<file path="config.mk">
export PLATFORM = sky130hd
export DESIGN_NAME = md5_message_digest_unit
export DESIGN_NICKNAME = d
export VERILOG_FILES = /design/src/md5_pkg.sv /design/src/md5_message_digest_unit.sv
export SDC_FILE = /design/constraint.sdc
export NUM_CORES = 2
export LEC_CHECK = 0
export ABC_AREA = 1
export ABC_CLOCK_PERIOD_IN_PS = 7600
export BUFFER_PORTS_ARGS = -buffer_cell sky130_fd_sc_hd__buf_2
export CAP_MARGIN = 5
export CORE_MARGIN = 3
export CORE_UTILIZATION = 45
export CTS_CLUSTER_SIZE = 30
export DETAILED_ROUTE_END_ITERATION = 16
export GPL_TIMING_DRIVEN = 0
export HOLD_SLACK_MARGIN = 0.12
export SLEW_MARGIN = 20
export SYNTH_ARGS = -nofsm -noshare
export SYNTH_HDL_FRONTEND = slang
export SYNTH_SLANG_ARGS = --single-unit
</file>
<file path="constraint.sdc">
create_clock -name i_clk -period 7.6 [get_ports i_clk]
set_input_delay 1.52 -clock i_clk [delete_from_list [all_inputs] [get_ports i_clk]]
set_output_delay 1.52 -clock i_clk [all_outputs]
set_load 0.02 [all_outputs]
</file>
<file path="src/md5_pkg.sv">
// Package: MD5 state type, constants and round functions.
`timescale 1ns / 1ps

package md5_pkg;

    localparam logic [31:0] INIT_A = 32'h67452301;
    localparam logic [31:0] INIT_B = 32'hefcdab89;
    localparam logic [31:0] INIT_C = 32'h98badcfe;
    localparam logic [31:0] INIT_D = 32'h10325476;

    localparam logic [7:0]  PAD_BYTE    = 8'h80;
    localparam logic [2:0]  MAX_BYTES   = 3'd4;
    localparam logic [3:0]  LEN_LO_WORD = 4'd14;
    localparam logic [3:0]  LEN_HI_WORD = 4'd15;
    localparam logic [5:0]  LAST_ROUND  = 6'd63;
    localparam logic [1:0]  LAST_INDEX  = 2'd3;

    typedef enum logic [3:0] {
        S_IDLE,   // take input items
        S_PRE,    // first message word read in flight
        S_RND,    // one round per cycle
        S_FIN,    // add working words into chaining value
        S_PAD,    // write word holding the 0x80 marker
        S_ZERO,   // zero-fill up to the length words, or to block end on pad spill
        S_LEN_LO,
        S_LEN_HI,
        S_DONE    // hand digest to output register
    } t_state;

    // Message word index for round r.
    function automatic logic [3:0] msg_index(input logic [5:0] r);
        logic [3:0] g;
        begin
            unique case (r[5:4])
                2'd0: g = r[3:0];
                2'd1: g = 4'(5 * r[3:0] + 1);
                2'd2: g = 4'(3 * r[3:0] + 5);
                2'd3: g = 4'(7 * r[3:0]);
                default: g = r[3:0];
            endcase
            return g;
        end
    endfunction

    function automatic logic [4:0] rot_amount(input logic [5:0] r);
        logic [4:0] s;
        begin
            unique case ({r[5:4], r[1:0]})
                4'd0:  s = 5'd7;
                4'd1:  s = 5'd12;
                4'd2:  s = 5'd17;
                4'd3:  s = 5'd22;
                4'd4:  s = 5'd5;
                4'd5:  s = 5'd9;
                4'd6:  s = 5'd14;
                4'd7:  s = 5'd20;
                4'd8:  s = 5'd4;
                4'd9:  s = 5'd11;
                4'd10: s = 5'd16;
                4'd11: s = 5'd23;
                4'd12: s = 5'd6;
                4'd13: s = 5'd10;
                4'd14: s = 5'd15;
                4'd15: s = 5'd21;
                default: s = 5'd7;
            endcase
            return s;
        end
    endfunction

    function automatic logic [31:0] round_fn(input logic [1:0] phase,
                                             input logic [31:0] b,
                                             input logic [31:0] c,
                                             input logic [31:0] d);
        logic [31:0] f;
        begin
            unique case (phase)
                2'd0: f = (b & c) | (~b & d);
                2'd1: f = (d & b) | (~d & c);
                2'd2: f = b ^ c ^ d;
                2'd3: f = c ^ (b | ~d);
                default: f = b ^ c ^ d;
            endcase
            return f;
        end
    endfunction

    function automatic logic [31:0] rotl32(input logic [31:0] x, input logic [4:0] n);
        logic [63:0] w;
        begin
            w = {x, x} << n;
            return w[63:32];
        end
    endfunction

    function automatic logic [31:0] round_const(input logic [5:0] r);
        logic [31:0] k;
        begin
            unique case (r)
                6'd0:  k = 32'hd76aa478;  6'd1:  k = 32'he8c7b756;
                6'd2:  k = 32'h242070db;  6'd3:  k = 32'hc1bdceee;
                6'd4:  k = 32'hf57c0faf;  6'd5:  k = 32'h4787c62a;
                6'd6:  k = 32'ha8304613;  6'd7:  k = 32'hfd469501;
                6'd8:  k = 32'h698098d8;  6'd9:  k = 32'h8b44f7af;
                6'd10: k = 32'hffff5bb1;  6'd11: k = 32'h895cd7be;
                6'd12: k = 32'h6b901122;  6'd13: k = 32'hfd987193;
                6'd14: k = 32'ha679438e;  6'd15: k = 32'h49b40821;
                6'd16: k = 32'hf61e2562;  6'd17: k = 32'hc040b340;
                6'd18: k = 32'h265e5a51;  6'd19: k = 32'he9b6c7aa;
                6'd20: k = 32'hd62f105d;  6'd21: k = 32'h02441453;
                6'd22: k = 32'hd8a1e681;  6'd23: k = 32'he7d3fbc8;
                6'd24: k = 32'h21e1cde6;  6'd25: k = 32'hc33707d6;
                6'd26: k = 32'hf4d50d87;  6'd27: k = 32'h455a14ed;
                6'd28: k = 32'ha9e3e905;  6'd29: k = 32'hfcefa3f8;
                6'd30: k = 32'h676f02d9;  6'd31: k = 32'h8d2a4c8a;
                6'd32: k = 32'hfffa3942;  6'd33: k = 32'h8771f681;
                6'd34: k = 32'h6d9d6122;  6'd35: k = 32'hfde5380c;
                6'd36: k = 32'ha4beea44;  6'd37: k = 32'h4bdecfa9;
                6'd38: k = 32'hf6bb4b60;  6'd39: k = 32'hbebfbc70;
                6'd40: k = 32'h289b7ec6;  6'd41: k = 32'heaa127fa;
                6'd42: k = 32'hd4ef3085;  6'd43: k = 32'h04881d05;
                6'd44: k = 32'hd9d4d039;  6'd45: k = 32'he6db99e5;
                6'd46: k = 32'h1fa27cf8;  6'd47: k = 32'hc4ac5665;
                6'd48: k = 32'hf4292244;  6'd49: k = 32'h432aff97;
                6'd50: k = 32'hab9423a7;  6'd51: k = 32'hfc93a039;
                6'd52: k = 32'h655b59c3;  6'd53: k = 32'h8f0ccc92;
                6'd54: k = 32'hffeff47d;  6'd55: k = 32'h85845dd1;
                6'd56: k = 32'h6fa87e4f;  6'd57: k = 32'hfe2ce6e0;
                6'd58: k = 32'ha3014314;  6'd59: k = 32'h4e0811a1;
                6'd60: k = 32'hf7537e82;  6'd61: k = 32'hbd3af235;
                6'd62: k = 32'h2ad7d2bb;  6'd63: k = 32'heb86d391;
                default: k = 32'h0;
            endcase
            return k;
        end
    endfunction

endpackage

</file>
<file path="src/md5_message_digest_unit.sv">
// Top level: MD5 digest engine with block buffer memory and one round per cycle.
`timescale 1ns / 1ps
// Input: one item per cycle while idle; the item that completes a 64-byte block
//   starts compression (read setup, 64 rounds, chaining add) and input waits.
// A last item is followed by the pad word, zero-fill and two length writes, then
//   compression (twice when it fills the block or the pad spills over), the digest
//   handoff to the output register, then 4 output words.
// Reset (sync, active low): initial chaining words, length/fill/control cleared;
//   the buffer memory is not cleared (never read before write).

module md5_message_digest_unit
    import md5_pkg::*;
(
    input  logic        i_clk,
    input  logic        i_rst_n,
    // input stream
    input  logic        s_axis_tvalid,
    output logic        s_axis_tready,
    input  logic [39:0] s_axis_tdata,   // [31:0] data_word, [34:32] byte_count, rest 0
    input  logic        s_axis_tlast,   // last
    // digest stream
    output logic        m_axis_tvalid,
    input  logic        m_axis_tready,
    output logic [31:0] m_axis_tdata,   // [31:0] digest_word
    output logic [1:0]  m_axis_tuser,   // [1:0] word_index
    output logic        m_axis_tlast    // last_word
);

    t_state r_state, n_state;

    // block buffer: 16 words, sync write, registered read
    logic [31:0] r_mem [16];
    logic [31:0] r_rd_data;
    logic        mem_we;
    logic [3:0]  mem_wa;
    logic [31:0] mem_wd;
    logic [3:0]  mem_ra;

    // message state
    logic [31:0] r_cv_a, r_cv_b, r_cv_c, r_cv_d;
    logic [63:0] r_bitlen;
    logic [5:0]  r_fill;
    logic [31:0] r_part;        // partially filled word, unused bytes zero
    logic        r_last;        // padding still owed for this message
    logic        r_need;        // pad spills past word 13: extra block first
    logic        r_final;       // compression in flight is the length block
    logic [4:0]  r_widx;        // zero-fill pointer, may reach 16

    // round unit
    logic [31:0] r_a, r_b, r_c, r_d;
    logic [5:0]  r_round;

    // output register
    logic [127:0] r_dig;
    logic         r_ovalid;
    logic [1:0]   r_oidx;

    logic s_hs, m_hs;
    assign s_hs = s_axis_tvalid & s_axis_tready;
    assign m_hs = m_axis_tvalid & m_axis_tready;

    // --- input byte merge -------------------------------------------------
    logic [2:0]  in_cnt;
    logic [31:0] in_masked;
    logic [63:0] merged;
    logic [3:0]  byte_total;
    logic        word_done;
    logic        block_full;

    always_comb begin
        in_cnt = (s_axis_tdata[34:32] > MAX_BYTES) ? MAX_BYTES : s_axis_tdata[34:32];
        for (int i = 0; i < 4; i++) begin
            in_masked[8*i +: 8] = (3'(i) < in_cnt) ? s_axis_tdata[8*i +: 8] : 8'h00;
        end
        merged     = {32'h0, r_part} | ({32'h0, in_masked} << {r_fill[1:0], 3'b000});
        byte_total = {2'b00, r_fill[1:0]} + {1'b0, in_cnt};
        word_done  = byte_total[2];     // total of 4..7 bytes closes a word
        block_full = word_done && (r_fill[5:2] == 4'hf);
    end

    // --- round datapath ---------------------------------------------------
    logic [31:0] rnd_sum, rnd_b;
    always_comb begin
        rnd_sum = r_a + round_fn(r_round[5:4], r_b, r_c, r_d) + round_const(r_round)
                  + r_rd_data;
        rnd_b   = r_b + rotl32(rnd_sum, rot_amount(r_round));
    end

    logic [4:0] zero_limit;
    assign zero_limit = r_need ? 5'd16 : {1'b0, LEN_LO_WORD};

    // --- control ----------------------------------------------------------
    always_ff @(posedge i_clk) begin
        if (!i_rst_n) begin
            r_state <= S_IDLE;
        end else begin
            r_state <= n_state;
        end
    end

    always_comb begin
        n_state       = r_state;
        s_axis_tready = 1'b0;
        mem_we        = 1'b0;
        mem_wa        = r_fill[5:2];
        mem_wd        = merged[31:0];
        mem_ra        = msg_index(6'(r_round + 6'd1));
        unique case (r_state)
            S_IDLE: begin
                s_axis_tready = 1'b1;
                if (s_hs) begin
                    mem_we = word_done;
                    if (block_full) begin
                        n_state = S_PRE;
                    end else if (s_axis_tlast) begin
                        n_state = S_PAD;
                    end
                end
            end
            S_PRE: begin
                mem_ra  = msg_index(6'd0);
                n_state = S_RND;
            end
            S_RND: begin
                if (r_round == LAST_ROUND) begin
                    n_state = S_FIN;
                end
            end
            S_FIN: begin
                priority if (r_final) begin
                    n_state = S_DONE;
                end else if (r_need) begin
                    n_state = S_ZERO;
                end else if (r_last) begin
                    n_state = S_PAD;
                end else begin
                    n_state = S_IDLE;
                end
            end
            S_PAD: begin
                mem_we  = 1'b1;
                mem_wd  = r_part | ({24'h0, PAD_BYTE} << {r_fill[1:0], 3'b000});
                n_state = S_ZERO;
            end
            S_ZERO: begin
                if (r_widx == zero_limit) begin
                    n_state = r_need ? S_PRE : S_LEN_LO;
                end else begin
                    mem_we = 1'b1;
                    mem_wa = r_widx[3:0];
                    mem_wd = 32'h0;
                end
            end
            S_LEN_LO: begin
                mem_we  = 1'b1;
                mem_wa  = LEN_LO_WORD;
                mem_wd  = r_bitlen[31:0];
                n_state = S_LEN_HI;
            end
            S_LEN_HI: begin
                mem_we  = 1'b1;
                mem_wa  = LEN_HI_WORD;
                mem_wd  = r_bitlen[63:32];
                n_state = S_PRE;
            end
            S_DONE: begin
                if (!r_ovalid) begin
                    n_state = S_IDLE;
                end
            end
            default: n_state = S_IDLE;
        endcase
    end

    // --- block buffer memory ----------------------------------------------
    always_ff @(posedge i_clk) begin
        if (mem_we) begin
            r_mem[mem_wa] <= mem_wd;
        end
        r_rd_data <= r_mem[mem_ra];
    end

    // --- message and chaining state ---------------------------------------
    always_ff @(posedge i_clk) begin
        if (!i_rst_n) begin
            r_cv_a   <= INIT_A;
            r_cv_b   <= INIT_B;
            r_cv_c   <= INIT_C;
            r_cv_d   <= INIT_D;
            r_bitlen <= 64'h0;
            r_fill   <= 6'h0;
            r_part   <= 32'h0;
            r_last   <= 1'b0;
            r_need   <= 1'b0;
            r_final  <= 1'b0;
            r_widx   <= 5'h0;
            r_round  <= 6'h0;
        end else begin
            unique case (r_state)
                S_IDLE: begin
                    if (s_hs) begin
                        r_part   <= word_done ? merged[63:32] : merged[31:0];
                        r_fill   <= r_fill + {3'b000, in_cnt};
                        r_bitlen <= r_bitlen + {58'h0, in_cnt, 3'b000};
                        r_last   <= s_axis_tlast;
                    end
                end
                S_PRE: begin
                    r_round <= 6'h0;
                end
                S_RND: begin
                    r_round <= r_round + 6'd1;
                end
                S_FIN: begin
                    r_cv_a <= r_cv_a + r_a;
                    r_cv_b <= r_cv_b + r_b;
                    r_cv_c <= r_cv_c + r_c;
                    r_cv_d <= r_cv_d + r_d;
                    if (!r_final && r_need) begin
                        r_need <= 1'b0;
                        r_widx <= 5'h0;
                    end
                end
                S_PAD: begin
                    r_widx <= {1'b0, r_fill[5:2]} + 5'd1;
                    r_need <= (r_fill[5:3] == 3'b111);  // marker lands in word 14 or 15
                    r_last <= 1'b0;
                end
                S_ZERO: begin
                    if (r_widx != zero_limit) begin
                        r_widx <= r_widx + 5'd1;
                    end
                end
                S_LEN_LO: begin
                end
                S_LEN_HI: begin
                    r_final <= 1'b1;
                end
                S_DONE: begin
                    if (!r_ovalid) begin
                        r_cv_a   <= INIT_A;
                        r_cv_b   <= INIT_B;
                        r_cv_c   <= INIT_C;
                        r_cv_d   <= INIT_D;
                        r_bitlen <= 64'h0;
                        r_fill   <= 6'h0;
                        r_part   <= 32'h0;
                        r_final  <= 1'b0;
                    end
                end
                default: begin
                end
            endcase
        end
    end

    // working words: payload, no reset
    always_ff @(posedge i_clk) begin
        if (r_state == S_PRE) begin
            r_a <= r_cv_a;
            r_b <= r_cv_b;
            r_c <= r_cv_c;
            r_d <= r_cv_d;
        end else if (r_state == S_RND) begin
            r_a <= r_d;
            r_b <= rnd_b;
            r_c <= r_b;
            r_d <= r_c;
        end
    end

    // --- output register: lets the next message start while words drain ---
    always_ff @(posedge i_clk) begin
        if (r_state == S_DONE && !r_ovalid) begin
            r_dig <= {r_cv_d, r_cv_c, r_cv_b, r_cv_a};
        end
    end

    always_ff @(posedge i_clk) begin
        if (!i_rst_n) begin
            r_ovalid <= 1'b0;
            r_oidx   <= 2'd0;
        end else if (r_state == S_DONE && !r_ovalid) begin
            r_ovalid <= 1'b1;
            r_oidx   <= 2'd0;
        end else if (m_hs) begin
            r_oidx <= r_oidx + 2'd1;
            if (r_oidx == LAST_INDEX) begin
                r_ovalid <= 1'b0;
            end
        end
    end

    assign m_axis_tvalid = r_ovalid;
    assign m_axis_tdata  = r_dig[{r_oidx, 5'b00000} +: 32];
    assign m_axis_tuser  = r_oidx;
    assign m_axis_tlast  = (r_oidx == LAST_INDEX);

    // --- assertions ---------------------------------------------------------
    a_no_write_in_rounds: assert property (@(posedge i_clk) disable iff (!i_rst_n)
        mem_we |-> !(r_state == S_RND || r_state == S_PRE))
        else $error("buffer written while compression reads it");

    a_fin_after_last_round: assert property (@(posedge i_clk) disable iff (!i_rst_n)
        (r_state == S_FIN) |-> ($past(r_state) == S_RND && $past(r_round) == LAST_ROUND))
        else $error("chaining add without 64 rounds");

    a_digest_drained: assert property (@(posedge i_clk) disable iff (!i_rst_n)
        (m_hs && m_axis_tlast) |=> !m_axis_tvalid)
        else $error("digest output not released after fourth word");

endmodule
</file>
==> results summary <==
The run finished with clean final reports. The total routing usage reported by global routing came out at between 30% and 40%. The largest single stage delay on the critical path is 580 ps.

Yosys printed 0 warnings. The maximum number of buffers from clock root to sink came out at 3. The cell count after synthesis came out at around 7900.

The final cycle utilization of the critical path came out at 97.16%. The first-pass GRT wire length is ~390 mm. The detail route stage leaves a number of antenna-violating nets equal to 0. The worst hold path passes through 2 cells. The number of inserted filler cells in the final layout is 13530. The share of the synthesized area in the top cell type came out at 36.15%. The measured slew at the worst slew-check pin came out at 1347 ps. The detailed router placed 60250 vias in this run. The final setup violation count came out at 0. The class of the most critical setup path is reg2reg. The fraction of synthesis flops using an asynchronous set or reset pin came out at 0%.

Summed over all instances, the cell type with the most area after synthesis is edfxtp_1. By area, the combinational part of the netlist is dominated by simple AND/OR/NAND/NOR gates. The unique cell type count in the Yosys netlist came out at 64.

After synthesis, the cell types taking the most area are edfxtp_1 36%, dfxtp_1 9.9%, nand2_1 9.9%, inv_1 6.4%, o21ai_0 5.4%. The count of unresolved DRC violations after routing came out at 0. The height of the die came out at about 380 µm.

The total overflow left after global routing is 0. Once detailed placement completed, the half-perimeter wirelength came to 214.4 mm. The maximum frequency from static timing analysis is about 0.14 GHz. The average instance in the mapped netlist occupies 8.115 µm².

The row count came out at around 140. The post-cts hold buffer count came out at 0. The simple-gate area share of the yosys netlist came out at 20.23%.

For this run, the leading register cell type out of synthesis is edfxtp_1. The per-cell routed wire length is 27.47 µm. TritonCTS built the clock tree. The total inserted antenna cells is 0. The worst register-to-register path ends at r_b[26]. The latest clock arrival within the worst-skew pair came out at between 800 and 900 ps. The initial utilization of the core area, before any placement, comes to 45.49%. Yosys mapped a number of flops with a built-in enable equal to roughly 770. The number of nets in the synthesized netlist came out at between 8000 and 9000.

The final weighted congestion of routability-driven global placement came out at 1.022. For this run, global-route usage on met1 was measured as about 45%. Across the run, the number of max-cap violations was 0. The worst reg-to-reg setup slack came out at 220 ps. The post-route clock skew is approximately 73 ps. In this design, the critical path's most frequently occurring cell is nand2_1. Measured along the x axis, the die boundary spans 382.5 µm. The number of global-route vias before repair is 56740. From synthesis to final layout, the design area changed by 14.61%. The startpoint class of the critical path is a flop. The first detailed-routing pass ran for 7 iterations. The clock slew at the register clock pins of the worst setup and hold paths came out at about 60 ps.

The multiplexer share of the synthesized area is 0%. After Yosys synthesis, XOR and XNOR cells account for 1.177% of the synthesized area. The minimum clock period after layout is 7384 ps. The share of the Yosys chip area taken by registers is 46.10%.

The total wire length after detailed routing came out at 278.6 mm. The I/O pin count is 82. Clock tree synthesis found a total of around 1100 sinks. The share of layout cells above drive strength 1 came out at 8.250%.

The number of slew-limit violations in the final report came out at 0. The worst-path maximum fanout is 4. The startpoint identified for the worst hold timing path is r_part[4].

The root buffer selected by CTS is clkbuf_16. Data on the critical path arrives at its endpoint at slightly below 8000 ps. The worst hold endpoint is r_part[4]. After synthesis, the most frequently instantiated cells are 1677 x nand2_1, 1087 x inv_1, 768 x edfxtp_1. The number of I/O port buffers came out at between 70 and 80. The multi-input logic area is about 30000 µm². The slowest cell on the critical path is edfxtp_1. The total area of sequential cells came out at 29420 µm². The number of nets in the layout is 8494. Synthesis inferred 1085 register bits.

For this run, global-route usage on met3 was measured as 5.713%. The vias per cell came out at about 5.9. In the post-synthesis netlist, the cell with the most instances is nand2_1.

After floorplanning, the core was sized to cover between 100000 and 150000 µm². The count of endpoints failing hold in the final timing report came out at 0. The count of placed standard cells in the final layout, fillers left out is 10140. The worst pin sits at a relative slew slack of 9.273%. The clock buffer count from CTS came out at 131.

The die covers approximately 150000 µm². The data required time of the critical path is 8080 ps. The met2 routing resource usage after global routing came out at 60.62%. Summing the areas of all compound-gate instances in the mapped netlist gives between 10% and 20% of the synthesized area. After detailed placement, the design holds a cell count of approximately 9900. In this run the cell area of the synthesized design comes to 63790 µm².

The worst setup path is captured at a flop. The worst min-delay path class is reg2reg. The initial antenna violation count was 9. The post-synthesis adder-cell area fraction is approximately 6.5%. The count of cells along the worst register-to-register path came out at 38. The pin count of the biggest net entering global routing is slightly above 100. met2 is the most crowded layer.

The initial DRC count came out at 6582. The number of H-tree branching levels came out at 4. The startpoint identified for the worst register-to-register timing path is r_d[6].
-- cells by family after synthesis --
| logic type | Yosys count |
|---|---|
| buffers and inverters | 1443 |
| AOI/OAI and AO/OA | 1899 |
| adders and majority gates | 289 |
| and+or+nand+nor | 3061 |
| DFF | 1085 |
| xor gates and xnor gates | 84 |
-- layer usage --
metal / routed length (µm) / vias up
met3: 21570 / 789
li1: - / 27500
met5: 41 / -
met2: 128100 / 3130
met1: 105200 / 28830
met4: 23750 / 6
-- stage by stage --
stage	setup slack [ps]	area [µm²]	TNS (ps)	hold WS (ps)	utilization, %
2_1_floorplan	1288	63790	0	436.7	-
3_3_place_gp	-1440	66510	-33430	452.9	47.44
3_5_place_dp	-1462	67630	-22170	455.2	48.23
4_1_cts	52.12	72670	0	464.7	51.83
5_1_grt	-24.90	73110	-42.56	481.9	52.14
6_report	215.9	73110	0	468.2	52.14
-- worst max path at each step --
stage	start	endpoint	slack, ps	cells after the start
finish	r_d[6]	r_b[26]	220	38
global route	r_round[5]	r_b[26]	-20	39
CTS	r_round[5]	r_b[26]	50	42
detailed placement	r_round[4]	r_b[31]	-1460	38
global placement	r_round[4]	r_b[31]	-1440	38
floorplan	r_round[4]	r_b[22]	1290	42
-- placed cells by master (no fill, tap or decap), drive strengths merged, types with 40 or more instances in the layout --
cell	synthesis	routed
buf	117	286
nand2	1689	1689
inv	1103	1105
nand4	47	47
clkbuf	210	383
dfxtp	317	317
xor2	53	53
ha	220	220
a31oi	40	40
edfxtp	768	768
o21ai	696	696
a21oi	579	579
fa	69	69
o211ai	328	328
clkinv	13	59
nor3	97	97
nor2	504	504
nand3	653	653
o22ai	71	71
-- critical path, delay by kind of cell, from the launching register on --
kind / cells / cell delay [ps]
buffers and inverters: 6 / 550
adder cells (fa/ha/maj): 4 / 1810
AND/OR/NAND/NOR: 19 / 2340
XOR/XNOR: 1 / 370
AO/OA/AOI/OAI: 8 / 1440
flip-flops: 1 / 580
-- flip-flops by register name, indices dropped and copies added (netlist names), 2 cells and up, named ones only --
register,count
r_cv_a,32
r_cv_d,32
r_widx,5
r_rd_data,32
r_b,32
r_bitlen,61
r_mem,512
r_fill,6
r_cv_b,32
r_round,6
r_dig,128
r_c,32
r_a,32
r_cv_c,32
r_d,32
m_axis_tuser,2
r_part,32
r_state,4
-- layout make-up --
cell class | count | share of cell area, %
multi-input combinational | 5333 | 40.39
sequential | 1085 | 40.24
inverter | 1116 | 5.740
clock buffer | 176 | 4.840
tap | 1876 | 3.211
timing repair buffer | 166 | 2.340
buffer | 327 | 1.927
clock inverter | 64 | 1.318
-- repair_timing --
item                       4_1_cts  5_1_grt
resized for setup               71       79
buffers inserted                29       18
setup endpoints to repair       26       22
pin swaps                        3        3
Power is left out: the tool's default activity adds up to more than one toggle a clock period on the data nets, which glitch-free logic cannot reach.
